**config.mk**
```make
export PLATFORM = sky130hd
export DESIGN_NAME = template_delimiter_splitter
export DESIGN_NICKNAME = d
export VERILOG_FILES = /design/src/tdsplit_pkg.sv /design/src/template_delimiter_splitter.sv
export SDC_FILE = /design/constraint.sdc
export NUM_CORES = 1
export LEC_CHECK = 0
export BUFFER_PORTS_ARGS = -buffer_cell sky130_fd_sc_hd__buf_4
export CORE_MARGIN = 3
export CORE_UTILIZATION = 40
export DETAILED_ROUTE_END_ITERATION = 7
export PLACE_DENSITY = 0.61
export SLEW_MARGIN = 20
export SYNTH_ARGS = -nofsm -noshare
export SYNTH_HDL_FRONTEND = slang
export SYNTH_SLANG_ARGS = --single-unit
```
**constraint.sdc**
```tcl
create_clock -name clk -period 3.9 [get_ports clk]
set_input_delay 1.17 -clock clk [delete_from_list [all_inputs] [get_ports clk]]
set_output_delay 1.17 -clock clk [all_outputs]
set_load 0.01 [all_outputs]
```
**src/tdsplit_pkg.sv**
```systemverilog
// ----------------------------------------------------------------------------
// tdsplit_pkg
// Types and constants shared by the template delimiter splitter.
// ----------------------------------------------------------------------------
package tdsplit_pkg;

	localparam int unsigned BYTE_W  = 8;
	localparam int unsigned CIDX_W  = 3;
	localparam int unsigned ODATA_W = 16;
	localparam int unsigned OUSER_W = 3;
	localparam int unsigned QDEPTH  = 4;
	localparam int unsigned QPTR_W  = 2;
	localparam int unsigned QCNT_W  = 3;

	localparam logic [CIDX_W-1:0] REG_SINGLE_OPEN       = 3'd0;
	localparam logic [CIDX_W-1:0] REG_SINGLE_CLOSE      = 3'd1;
	localparam logic [CIDX_W-1:0] REG_PAIR_OPEN_FIRST   = 3'd2;
	localparam logic [CIDX_W-1:0] REG_PAIR_OPEN_SECOND  = 3'd3;
	localparam logic [CIDX_W-1:0] REG_PAIR_CLOSE_FIRST  = 3'd4;
	localparam logic [CIDX_W-1:0] REG_PAIR_CLOSE_SECOND = 3'd5;

	typedef enum logic [1:0] {
		KIND_STATIC  = 2'd0,
		KIND_DYNAMIC = 2'd1,
		KIND_NONE    = 2'd2
	} kind_t;

	typedef enum logic [1:0] {
		MODE_STATIC = 2'd0,
		MODE_SINGLE = 2'd1,
		MODE_PAIR   = 2'd2
	} mode_t;

	typedef struct packed {
		logic [BYTE_W-1:0] out_byte;
		logic              has_byte;
		kind_t             segment_kind;
		logic              segment_end;
		logic              stream_end;
	} result_t;

endpackage

```
**src/template_delimiter_splitter.sv**
```systemverilog
// ----------------------------------------------------------------------------
// template_delimiter_splitter
// Splits a template byte stream into static and dynamic segments.
// ----------------------------------------------------------------------------
// Results are registered in the result queue before they appear on m_tvalid.
// Throughput: one byte per cycle while s_tready is high, i.e. while the queue
// holds two results or fewer; a byte that yields two results is absorbed by a four-entry result queue.
// Reset: arst_n clears delimiter registers, segment state and the queue.
module template_delimiter_splitter (
	input  logic                                clk,
	input  logic                                arst_n,
	input  logic                                s_tvalid,
	output logic                                s_tready,
	input  logic [tdsplit_pkg::BYTE_W-1:0]      s_tdata,  // [7:0] in_byte
	input  logic                                s_tlast,  // end_of_input
	output logic                                m_tvalid,
	input  logic                                m_tready,
	output logic [tdsplit_pkg::ODATA_W-1:0]     m_tdata,  // [7:0] out_byte, [8] stream_end
	output logic [tdsplit_pkg::OUSER_W-1:0]     m_tuser,  // [0] has_byte, [2:1] segment_kind
	output logic                                m_tlast,  // segment_end
	input  logic                                cfg_we,
	input  logic [tdsplit_pkg::CIDX_W-1:0]      cfg_index,
	input  logic [tdsplit_pkg::BYTE_W-1:0]      cfg_data
);

	logic [tdsplit_pkg::BYTE_W-1:0] single_open_q, single_close_q;
	logic [tdsplit_pkg::BYTE_W-1:0] pair_open_first_q, pair_open_second_q;
	logic [tdsplit_pkg::BYTE_W-1:0] pair_close_first_q, pair_close_second_q;

	tdsplit_pkg::mode_t             mode_q, mode_d;
	logic                           held_q, held_d;
	logic                           started_q, started_d;
	logic [tdsplit_pkg::BYTE_W-1:0] held_val_q, held_val_d;

	tdsplit_pkg::result_t           res0, res1;
	logic [1:0]                     nres;

	tdsplit_pkg::result_t           queue_q [tdsplit_pkg::QDEPTH];
	logic [tdsplit_pkg::QPTR_W-1:0] wr_ptr_q, rd_ptr_q, wr_ptr_nx;
	logic [tdsplit_pkg::QCNT_W-1:0] count_q;

	logic                           in_xfer, out_xfer;
	logic [tdsplit_pkg::BYTE_W-1:0] c;
	logic                           eoi;
	logic                           dyn;
	tdsplit_pkg::kind_t             kind;
	logic [tdsplit_pkg::BYTE_W-1:0] second;
	tdsplit_pkg::result_t           head;

	assign c        = s_tdata;
	assign eoi      = s_tlast;
	assign s_tready = (count_q <= tdsplit_pkg::QCNT_W'(2));
	assign in_xfer  = s_tvalid && s_tready;
	assign m_tvalid = (count_q != '0);
	assign out_xfer = m_tvalid && m_tready;
	assign dyn      = (mode_q == tdsplit_pkg::MODE_SINGLE) || (mode_q == tdsplit_pkg::MODE_PAIR);
	assign kind     = dyn ? tdsplit_pkg::KIND_DYNAMIC : tdsplit_pkg::KIND_STATIC;
	assign second   = (mode_q == tdsplit_pkg::MODE_PAIR) ? pair_close_second_q
	                                                     : pair_open_second_q;

	function automatic tdsplit_pkg::result_t mk_res(
		input logic [tdsplit_pkg::BYTE_W-1:0] b,
		input logic                           hb,
		input tdsplit_pkg::kind_t             k,
		input logic                           se,
		input logic                           st
	);
		tdsplit_pkg::result_t r;
		r.out_byte     = b;
		r.has_byte     = hb;
		r.segment_kind = k;
		r.segment_end  = se;
		r.stream_end   = st;
		return r;
	endfunction

	always_comb begin
		mode_d     = mode_q;
		held_d     = held_q;
		started_d  = started_q;
		held_val_d = held_val_q;
		res0       = mk_res('0, 1'b0, tdsplit_pkg::KIND_STATIC, 1'b0, 1'b0);
		res1       = res0;
		nres       = 2'd0;
		if (eoi) begin
			if (held_q) begin
				res0 = mk_res(held_val_q, 1'b1, kind, 1'b0, 1'b0);
				res1 = mk_res('0, 1'b0, kind, 1'b1, 1'b1);
				nres = 2'd2;
			end else begin
				res0 = mk_res('0, 1'b0,
					(!dyn && !started_q) ? tdsplit_pkg::KIND_NONE : kind, 1'b1, 1'b1);
				nres = 2'd1;
			end
			mode_d     = tdsplit_pkg::MODE_STATIC;
			held_d     = 1'b0;
			started_d  = 1'b0;
			held_val_d = '0;
		end else if (mode_q == tdsplit_pkg::MODE_SINGLE) begin
			nres = 2'd1;
			if (c != '0 && c == single_close_q) begin
				res0      = mk_res('0, 1'b0, tdsplit_pkg::KIND_DYNAMIC, 1'b1, 1'b0);
				mode_d    = tdsplit_pkg::MODE_STATIC;
				started_d = 1'b0;
			end else begin
				res0 = mk_res(c, 1'b1, tdsplit_pkg::KIND_DYNAMIC, 1'b0, 1'b0);
			end
		end else if (held_q) begin
			held_d = 1'b0;
			if (c == second) begin
				res0      = mk_res('0, 1'b0, kind, 1'b1, 1'b0);
				nres      = 2'd1;
				mode_d    = (mode_q == tdsplit_pkg::MODE_PAIR) ? tdsplit_pkg::MODE_STATIC
				                                               : tdsplit_pkg::MODE_PAIR;
				started_d = 1'b0;
			end else begin
				res0 = mk_res(held_val_q, 1'b1, kind, 1'b0, 1'b0);
				res1 = mk_res(c, 1'b1, kind, 1'b0, 1'b0);
				nres = 2'd2;
			end
		end else if (mode_q == tdsplit_pkg::MODE_PAIR) begin
			if (c != '0 && c == pair_close_first_q) begin
				held_d     = 1'b1;
				held_val_d = c;
			end else begin
				res0 = mk_res(c, 1'b1, tdsplit_pkg::KIND_DYNAMIC, 1'b0, 1'b0);
				nres = 2'd1;
			end
		end else begin
			mode_d    = tdsplit_pkg::MODE_STATIC;
			started_d = 1'b1;
			if (c != '0 && c == single_open_q) begin
				res0      = mk_res('0, 1'b0, tdsplit_pkg::KIND_STATIC, 1'b1, 1'b0);
				nres      = 2'd1;
				mode_d    = tdsplit_pkg::MODE_SINGLE;
				started_d = 1'b0;
			end else if (c != '0 && c == pair_open_first_q) begin
				held_d     = 1'b1;
				held_val_d = c;
			end else begin
				res0 = mk_res(c, 1'b1, tdsplit_pkg::KIND_STATIC, 1'b0, 1'b0);
				nres = 2'd1;
			end
		end
	end

	always_ff @(posedge clk or negedge arst_n) begin
		if (!arst_n) begin
			single_open_q       <= '0;
			single_close_q      <= '0;
			pair_open_first_q   <= '0;
			pair_open_second_q  <= '0;
			pair_close_first_q  <= '0;
			pair_close_second_q <= '0;
		end else if (cfg_we) begin
			unique case (cfg_index)
				tdsplit_pkg::REG_SINGLE_OPEN:       single_open_q       <= cfg_data;
				tdsplit_pkg::REG_SINGLE_CLOSE:      single_close_q      <= cfg_data;
				tdsplit_pkg::REG_PAIR_OPEN_FIRST:   pair_open_first_q   <= cfg_data;
				tdsplit_pkg::REG_PAIR_OPEN_SECOND:  pair_open_second_q  <= cfg_data;
				tdsplit_pkg::REG_PAIR_CLOSE_FIRST:  pair_close_first_q  <= cfg_data;
				tdsplit_pkg::REG_PAIR_CLOSE_SECOND: pair_close_second_q <= cfg_data;
				default: ;
			endcase
		end
	end

	always_ff @(posedge clk or negedge arst_n) begin
		if (!arst_n) begin
			mode_q     <= tdsplit_pkg::MODE_STATIC;
			held_q     <= 1'b0;
			started_q  <= 1'b0;
			held_val_q <= '0;
		end else if (in_xfer) begin
			mode_q     <= mode_d;
			held_q     <= held_d;
			started_q  <= started_d;
			held_val_q <= held_val_d;
		end
	end

	// result queue
	assign wr_ptr_nx = wr_ptr_q + tdsplit_pkg::QPTR_W'(1);

	always_ff @(posedge clk) begin
		if (in_xfer && nres != 2'd0) begin
			queue_q[wr_ptr_q] <= res0;
		end
		if (in_xfer && nres == 2'd2) begin
			queue_q[wr_ptr_nx] <= res1;
		end
	end

	always_ff @(posedge clk or negedge arst_n) begin
		if (!arst_n) begin
			wr_ptr_q <= '0;
			rd_ptr_q <= '0;
			count_q  <= '0;
		end else begin
			if (in_xfer) begin
				wr_ptr_q <= wr_ptr_q + tdsplit_pkg::QPTR_W'(nres);
			end
			if (out_xfer) begin
				rd_ptr_q <= rd_ptr_q + tdsplit_pkg::QPTR_W'(1);
			end
			count_q <= count_q
				+ (in_xfer ? tdsplit_pkg::QCNT_W'(nres) : '0)
				- (out_xfer ? tdsplit_pkg::QCNT_W'(1) : '0);
		end
	end

	assign head    = queue_q[rd_ptr_q];
	assign m_tdata = {{(tdsplit_pkg::ODATA_W-tdsplit_pkg::BYTE_W-1){1'b0}},
	                  head.stream_end, head.out_byte};
	assign m_tuser = {head.segment_kind, head.has_byte};
	assign m_tlast = head.segment_end;

endmodule
```
==> results by group, run 1 <==
Global routing
  • Met1 GRT Util: 22.4%
  • Global-route wire length before repair: 23.2 mm
  • Antenna violations before repair: 0
  • Largest net degree at the start of global routing: 68
  • Met3 Use GR: 3.37%
  • Grt peak-use layer: met2
  • Vias in the first global route: 4348
  • GRT Total Usage: 16.8%
  • Gr ovfl total: 0
  • Met2 Resource Use GR: 27.4%

Power
  • Reg power frac: 39.0%
  • Tot Pwr: 4.50 mW
  • Cell Pwr Density: 599 nW/um2
  • Clock power frac: 34.0%
  • Peak supply drop: 0.301 mV
  • LEAKAGE: 2.91 nW
  • Switching portion of total power: 29.1%
  • Switching power: 1.31 mW
  • Cell-internal power: 3.20 mW
  • Gate power share: 27.0%

Placement
  • Placement Cell Area: 6930 um2
  • Cells after DPL: 748
  • DP HPWL: 10.5 mm
  • IO buf count: 39
  • Pre-CTS setup slack: 0.0315 ns
  • Routability cong.: 0.890

Synth
  • Share of the yosys chip area belonging to registers: 50.6%
  • Area share of the largest cell type after synthesis: 26.5%
  • #FFs+latches synth: 119
  • Top-count cell post-synth: dfrtp_1
  • Area leader, netlist: dfrtp_1
  • Syn avg cell area: 12.6 um2
  • Yosys warns: 0
  • Ys flop type: dfrtp_1
  • Cell variety after synth: 62
  • Mapped Cells: 500
  • Post-synth EDFFs: 48
  • Post-synth ARST share: 56.3%
  • Commonest cells post-synth: dfrtp_1, edfxtp_1, mux2_2
  • Top cells by area, synth: dfrtp_1, edfxtp_1, mux2_2, xnor2_1, mux4_2
  • Post-Syn Area: 6320 um2

Run
  • Number of max-cap violations: 0

Critical path
  • Crit-path cells: inv_1 -> ha_1 -> mux2i_1 -> xnor2_2 -> nor4_4 -> a31oi_2 -> or2_1 -> or3_1 -> ha_1 -> inv_1 -> ha_1 -> inv_1 -> fa_2 -> xor2_1 -> xnor2_1
  • CP peak stage delay: 0.41 ns
  • CP Class: reg -> reg
  • Startpoint type of the worst setup path: flop
  • Critical Path RT: 4.19 ns
  • Critical path buffer and inverter count: 3
  • Top cell family by delay on the critical path: adder cells
  • CP Max Fanout: 6
  • Crit path arrival time: 3.92 ns
  • Critical Path Slowest Stage Cell: mux2i_1
  • Worst Setup End Kind: flop

Detailed routing
  • Residual DRC: 0
  • DR pass1 iterations: 5
  • Starting DRT DRC Count: 216
  • Antenna-violating nets left: 0
  • Via count: 4187
  • Via-to-Cell Ratio: 5.37
  • Routed wire per std cell: 17.8 um
  • WL final: 13.9 mm

Floorplanning
  • Die area: 17300 um2
  • Starting Density: 41.3%
  • Rows: 45
  • Die Height: 132 um
  • Core area: 15300 um2
  • Top Ports: 47
  • Die width: 132 um

CTS
  • CTS resizes: 0
  • Clock buffer depth: 2
  • Clock Sinks: 119
  • TritonCTS clock tree: built
  • Clock-pin slew on the worst setup and hold paths: 0.05 ns
  • Setup repair bufs after CTS: 0
  • H-tree levels: 4
  • Inserted Clock Buffers: 17
  • Hold_buf cts: 0
  • Worst skew pair latency: 0.41 ns
  • CTS root buffer: clkbuf_16

Outcome
  • Status: finished, final reports clean

STA
  • PnR worst setup slack: 0.267 ns
  • Min Tclk post-route: 3.63 ns
  • Fmax: 275 MHz
  • Final Cycle Share: 93.1%
  • Unrepaired setup endpoints after global routing: false
  • Final hold viol count: 0
  • Final slew viol count: 0
  • Worst slew pin tran: 0.857 ns
  • Clock Skews: 0.0111 ns
  • Slew HR: 42.9%
  • Sum of negative setup slack: 0 ns
  • Worst hold margin: 0.477 ns
  • Final setup violation count: 0

Finish
  • Final core occ: 49.1%
  • Final nets: 589
  • Finished Cell Area: 7510 um2
  • Area grow syn2layout: 18.9%
  • Share of layout cells above drive strength 1: 31.5%
  • Ant diodes: 0
  • Post-Layout Cell Count: 779

Hold path
  • Class of the tightest hold or removal check: reg -> reg
power by group through the flow:
stage,Clock [mW],Sequential [mW],Combinational [mW]
after floorplan,0,1.67,0.913
after global placement,0,1.78,1.21
after detailed placement,0,1.79,1.23
after CTS,1.57,1.76,1.23
after global routing,1.62,1.80,1.34
final,1.53,1.76,1.21
per-layer routing:
layer | vias to the layer above | wire (um)
met5 | - | 0
met2 | 109 | 6820
li1 | 1998 | -
met1 | 2052 | 6230
met4 | 0 | 239
met3 | 28 | 565
worst register-to-register path: cells and delay by family, from the launching register on:
kind,cells,cell delay (ns)
adder cells (fa/ha/maj),4,1.11
flip-flops,1,0.40
buffers and inverters,3,0.19
AND/OR/NAND/NOR,3,0.87
AO/OA/AOI/OAI,1,0.13
XOR/XNOR,3,0.41
multiplexers,1,0.41
cells in the final DEF (no fill, tap or decap), types with 4 or more instances in the layout:
cell,netlist,routed
dfrtp_1,67,67
buf_4,14,67
mux2_2,48,48
edfxtp_1,48,48
nand2_1,34,34
xnor2_1,35,32
o2bb2ai_1,28,28
nor2_1,18,18
clkbuf_16,0,17
mux4_2,13,13
nand3_1,13,13
inv_1,10,10
xor2_1,10,10
mux2i_1,9,9
o21ai_0,9,9
and2_1,8,8
nor3_1,8,8
a22o_1,8,8
or3_1,7,7
ha_1,7,7
conb_1,1,7
and3_1,6,6
a21o_1,6,6
o22ai_1,5,5
nor4_1,4,4
nand4_1,4,4
o32ai_1,4,4
a221o_1,4,4
clkbuf_8,0,4
dfxtp_1,4,4
cell type report:
cell class | instances | area, um2
fillers | 1393 | 7800
well taps | 211 | 264
flip-flops and latches | 119 | 3200
multi-input cells | 341 | 2920
clock buffers | 24 | 492
clock inverters | 7 | 95.1
inverters | 10 | 37.5
repair buffers | 67 | 503
final timing paths:
kind                                    start                     to  slack, ns  cells past startpoint
worst max-delay path                mode_q[0]             count_q[2]       0.27                     15
worst min-delay path            queue_q[2][3]          queue_q[2][3]       0.48                      1
worst max register to register      mode_q[0]             count_q[2]       0.27                     15
worst min register to register  queue_q[2][3]          queue_q[2][3]       0.48                      1
max in group asynchronous              arst_n             count_q[2]       2.50                      1
min in group asynchronous              arst_n  pair_open_second_q[3]       0.86                      1
state kept, by name, summed over array words and instances, names as in the netlist, 2 cells and up:
register,cells
single_close_q,8
queue_q,52
held_val_q,8
pair_close_first_q,8
pair_open_first_q,8
wr_ptr_q,2
single_open_q,8
mode_q,2
rd_ptr_q,2
pair_open_second_q,8
count_q,3
pair_close_second_q,8
logic make-up after synthesis:
kind of cell    share of synthesized area, %
simple gates                            10.9
flops                                   50.6
compound gates                          11.8
mux                                     14.6
buf+inv                                 4.04
xor+xnor                                6.24
fa+ha+maj                               1.70
other cells                           0.0593
Note: power is estimated with default switching activity, not from simulation.
==> run 2, diff against run 1 <==
--- a/config.mk
+++ b/config.mk
@@ -8,6 +8,7 @@
 export BUFFER_PORTS_ARGS = -buffer_cell sky130_fd_sc_hd__buf_4
 export CORE_MARGIN = 3
 export CORE_UTILIZATION = 40
+export CTS_BUF_LIST = sky130_fd_sc_hd__clkbuf_8
 export DETAILED_ROUTE_END_ITERATION = 7
 export PLACE_DENSITY = 0.61
 export SLEW_MARGIN = 20
==> run 2 against run 1 <==
Net effect: via count is 0.84% lower; clock-buffer cell count fell by 3; first-iteration DRC count grew 4.6%; register-to-register slack hardly changed; die area unchanged; critical path depth is the same; clock power decreased by 27%; largest power group unchanged.
==> results by group, run 2 (synthesis gave the netlist of run 1 again) <==
CTS
  • Setup repair bufs after CTS: 0 (unchanged)
  • Hold_buf cts: 0 (unchanged)
  • Inserted Clock Buffers: 17 (unchanged)
  • Clock-pin slew on the worst setup and hold paths: 0.07 ns (was 0.05 ns)
  • TritonCTS clock tree: built (unchanged)
  • H-tree levels: 4 (unchanged)
  • Worst skew pair latency: 0.45 ns (was 0.41 ns)
  • Clock Sinks: 119 (unchanged)
  • CTS resizes: 0 (unchanged)
  • Clock buffer depth: 2 (unchanged)
  • CTS root buffer: clkbuf_8 (was clkbuf_16)

Placement
  • DP HPWL: 10.5 mm (unchanged)
  • IO buf count: 39 (unchanged)
  • Placement Cell Area: 6930 um2 (unchanged)
  • Routability cong.: 0.890 (unchanged)

Global routing
  • Gr ovfl total: 0 (unchanged)
  • GRT Total Usage: 16.8% (about the same)
  • Largest net degree at the start of global routing: 68 (unchanged)
  • Antenna violations before repair: 0 (unchanged)
  • Vias in the first global route: 4335 (was 4348)
  • Global-route wire length before repair: 23.2 mm (about the same)

Power
  • Tot Pwr: 4.08 mW (was 4.50 mW)
  • Cell Pwr Density: 557 nW/um2 (was 599 nW/um2)
  • Peak supply drop: 0.208 mV (was 0.301 mV)
  • LEAKAGE: 2.84 nW (was 2.91 nW)

Run
  • Number of max-cap violations: 0 (unchanged)

Detailed routing
  • Via-to-Cell Ratio: 5.33 (was 5.37)
  • WL final: 13.9 mm (about the same)
  • Via count: 4152 (was 4187)
  • Antenna-violating nets left: 0 (unchanged)
  • DR pass1 iterations: 5 (unchanged)
  • Routed wire per std cell: 17.8 um (about the same)
  • Residual DRC: 0 (unchanged)
  • Starting DRT DRC Count: 226 (was 216)

Finish
  • Most frequent cells in the layout: dfrtp_1, buf_4, mux2_2, edfxtp_1, nand2_1 (unchanged)
  • Share of layout cells above drive strength 1: 31.5% (unchanged)
  • Max reg flops: 52 (unchanged)
  • Final nets: 589 (unchanged)
  • Area grow syn2layout: 15.9% (was 18.9%)
  • Largest Register: queue_q (unchanged)
  • Finished Cell Area: 7320 um2 (was 7510 um2)
  • Ant diodes: 0 (unchanged)
  • Layout fillers: 1416 (was 1393)

Critical path
  • Worst Setup End Kind: flop (unchanged)
  • CP Class: reg -> reg (unchanged)
  • Startpoint type of the worst setup path: flop (unchanged)
  • R2r worst-path depth: 15 (unchanged)
  • Critical Path RT: 4.22 ns (was 4.19 ns)
  • Crit path arrival time: 3.96 ns (was 3.92 ns)
  • CP Max Fanout: 6 (unchanged)
  • Worst R2R Setup Slack: 0.27 ns (about the same)

STA
  • Final setup violation count: 0 (unchanged)
  • Final Cycle Share: 93.2% (was 93.1%)
  • Final slew viol count: 0 (unchanged)
  • Fmax: 275 MHz (about the same)
  • Unrepaired setup endpoints after global routing: false (unchanged)
  • Clock Skews: 0.0154 ns (was 0.0111 ns)
  • Min Tclk post-route: 3.63 ns (about the same)
  • Sum of negative setup slack: 0 ns (unchanged)
  • Final hold viol count: 0 (unchanged)
  • Slew HR: 42.4% (was 42.9%)
  • Worst slew pin tran: 0.865 ns (was 0.857 ns)

Floorplanning
  • Starting Density: 41.3% (unchanged)
  • Rows: 45 (unchanged)
  • Die area: 17300 um2 (unchanged)
  • Core area: 15300 um2 (unchanged)
  • Top Ports: 47 (unchanged)
  • Die Height: 132 um (unchanged)
  • Die width: 132 um (unchanged)

Hold path
  • Class of the tightest hold or removal check: reg -> reg (unchanged)
  • Hold Path Depth: 1 (unchanged)

Outcome
  • Status: finished, final reports clean (unchanged)
run 2: metal layers:
metal	global-route usage (%)	share of wire, %	routed length, um	vias up
met1	22.4	46	6430	2063
li1	-	-	-	1990
met3	3.83	3.4	475	19
met5	0	0	0	-
met2	27.1	49	6770	80
met4	5.54	1.5	210	0
run 2: cell type report:
cell class                 count  area [um2]  area share, %
sequential                   119        3200           43.7
multi-input combinational    341        2920           39.9
timing repair buffer          67         503           6.87
clock buffer                  21         289           3.95
tap                          211         264           3.61
clock inverter                10         106           1.45
inverter                      10        37.5          0.513
run 2: through the flow:
| step | cells | hold WS [ns] | utilization, % | worst slack (ns) |
|---|---|---|---|---|
| 2_1_floorplan | 506 | 0.443 | - | 0.0299 |
| 3_3_place_gp | 748 | 0.467 | 45.2 | 0.0592 |
| 3_5_place_dp | 748 | 0.469 | 45.2 | 0.0315 |
| 4_1_cts | 779 | 0.486 | 47.8 | 0.226 |
| 5_1_grt | 779 | 0.508 | 47.8 | 0.0102 |
| 6_report | 779 | 0.480 | 47.8 | 0.266 |
run 2: worst paths after layout:
| check | to | startpoint |
|---|---|---|
| worst min register to register | queue_q[2][3] | queue_q[2][3] |
| worst max-delay path | count_q[2] | mode_q[0] |
| worst min-delay path | queue_q[2][3] | queue_q[2][3] |
| min in group asynchronous | pair_open_second_q[3] | arst_n |
| max in group asynchronous | count_q[0] | arst_n |
| worst max register to register | count_q[2] | mode_q[0] |
run 2: critical path, stage by stage (launching register included):
cell and delay, ns:
dfrtp_1 0.40, inv_1 0.09, ha_1 0.38, mux2i_1 0.41
xnor2_2 0.14, nor4_4 0.30, a31oi_2 0.13, or2_1 0.25
or3_1 0.32, ha_1 0.27, inv_1 0.05, ha_1 0.12
inv_1 0.05, fa_2 0.33, xor2_1 0.15, xnor2_1 0.12
run 2: power breakdown:
group	internal [mW]	leakage, nW	switching [mW]
clock	0.624	0.211	0.483
combinational	0.641	1.31	0.574
sequential	1.55	1.31	0.206
total	2.81	2.84	1.26
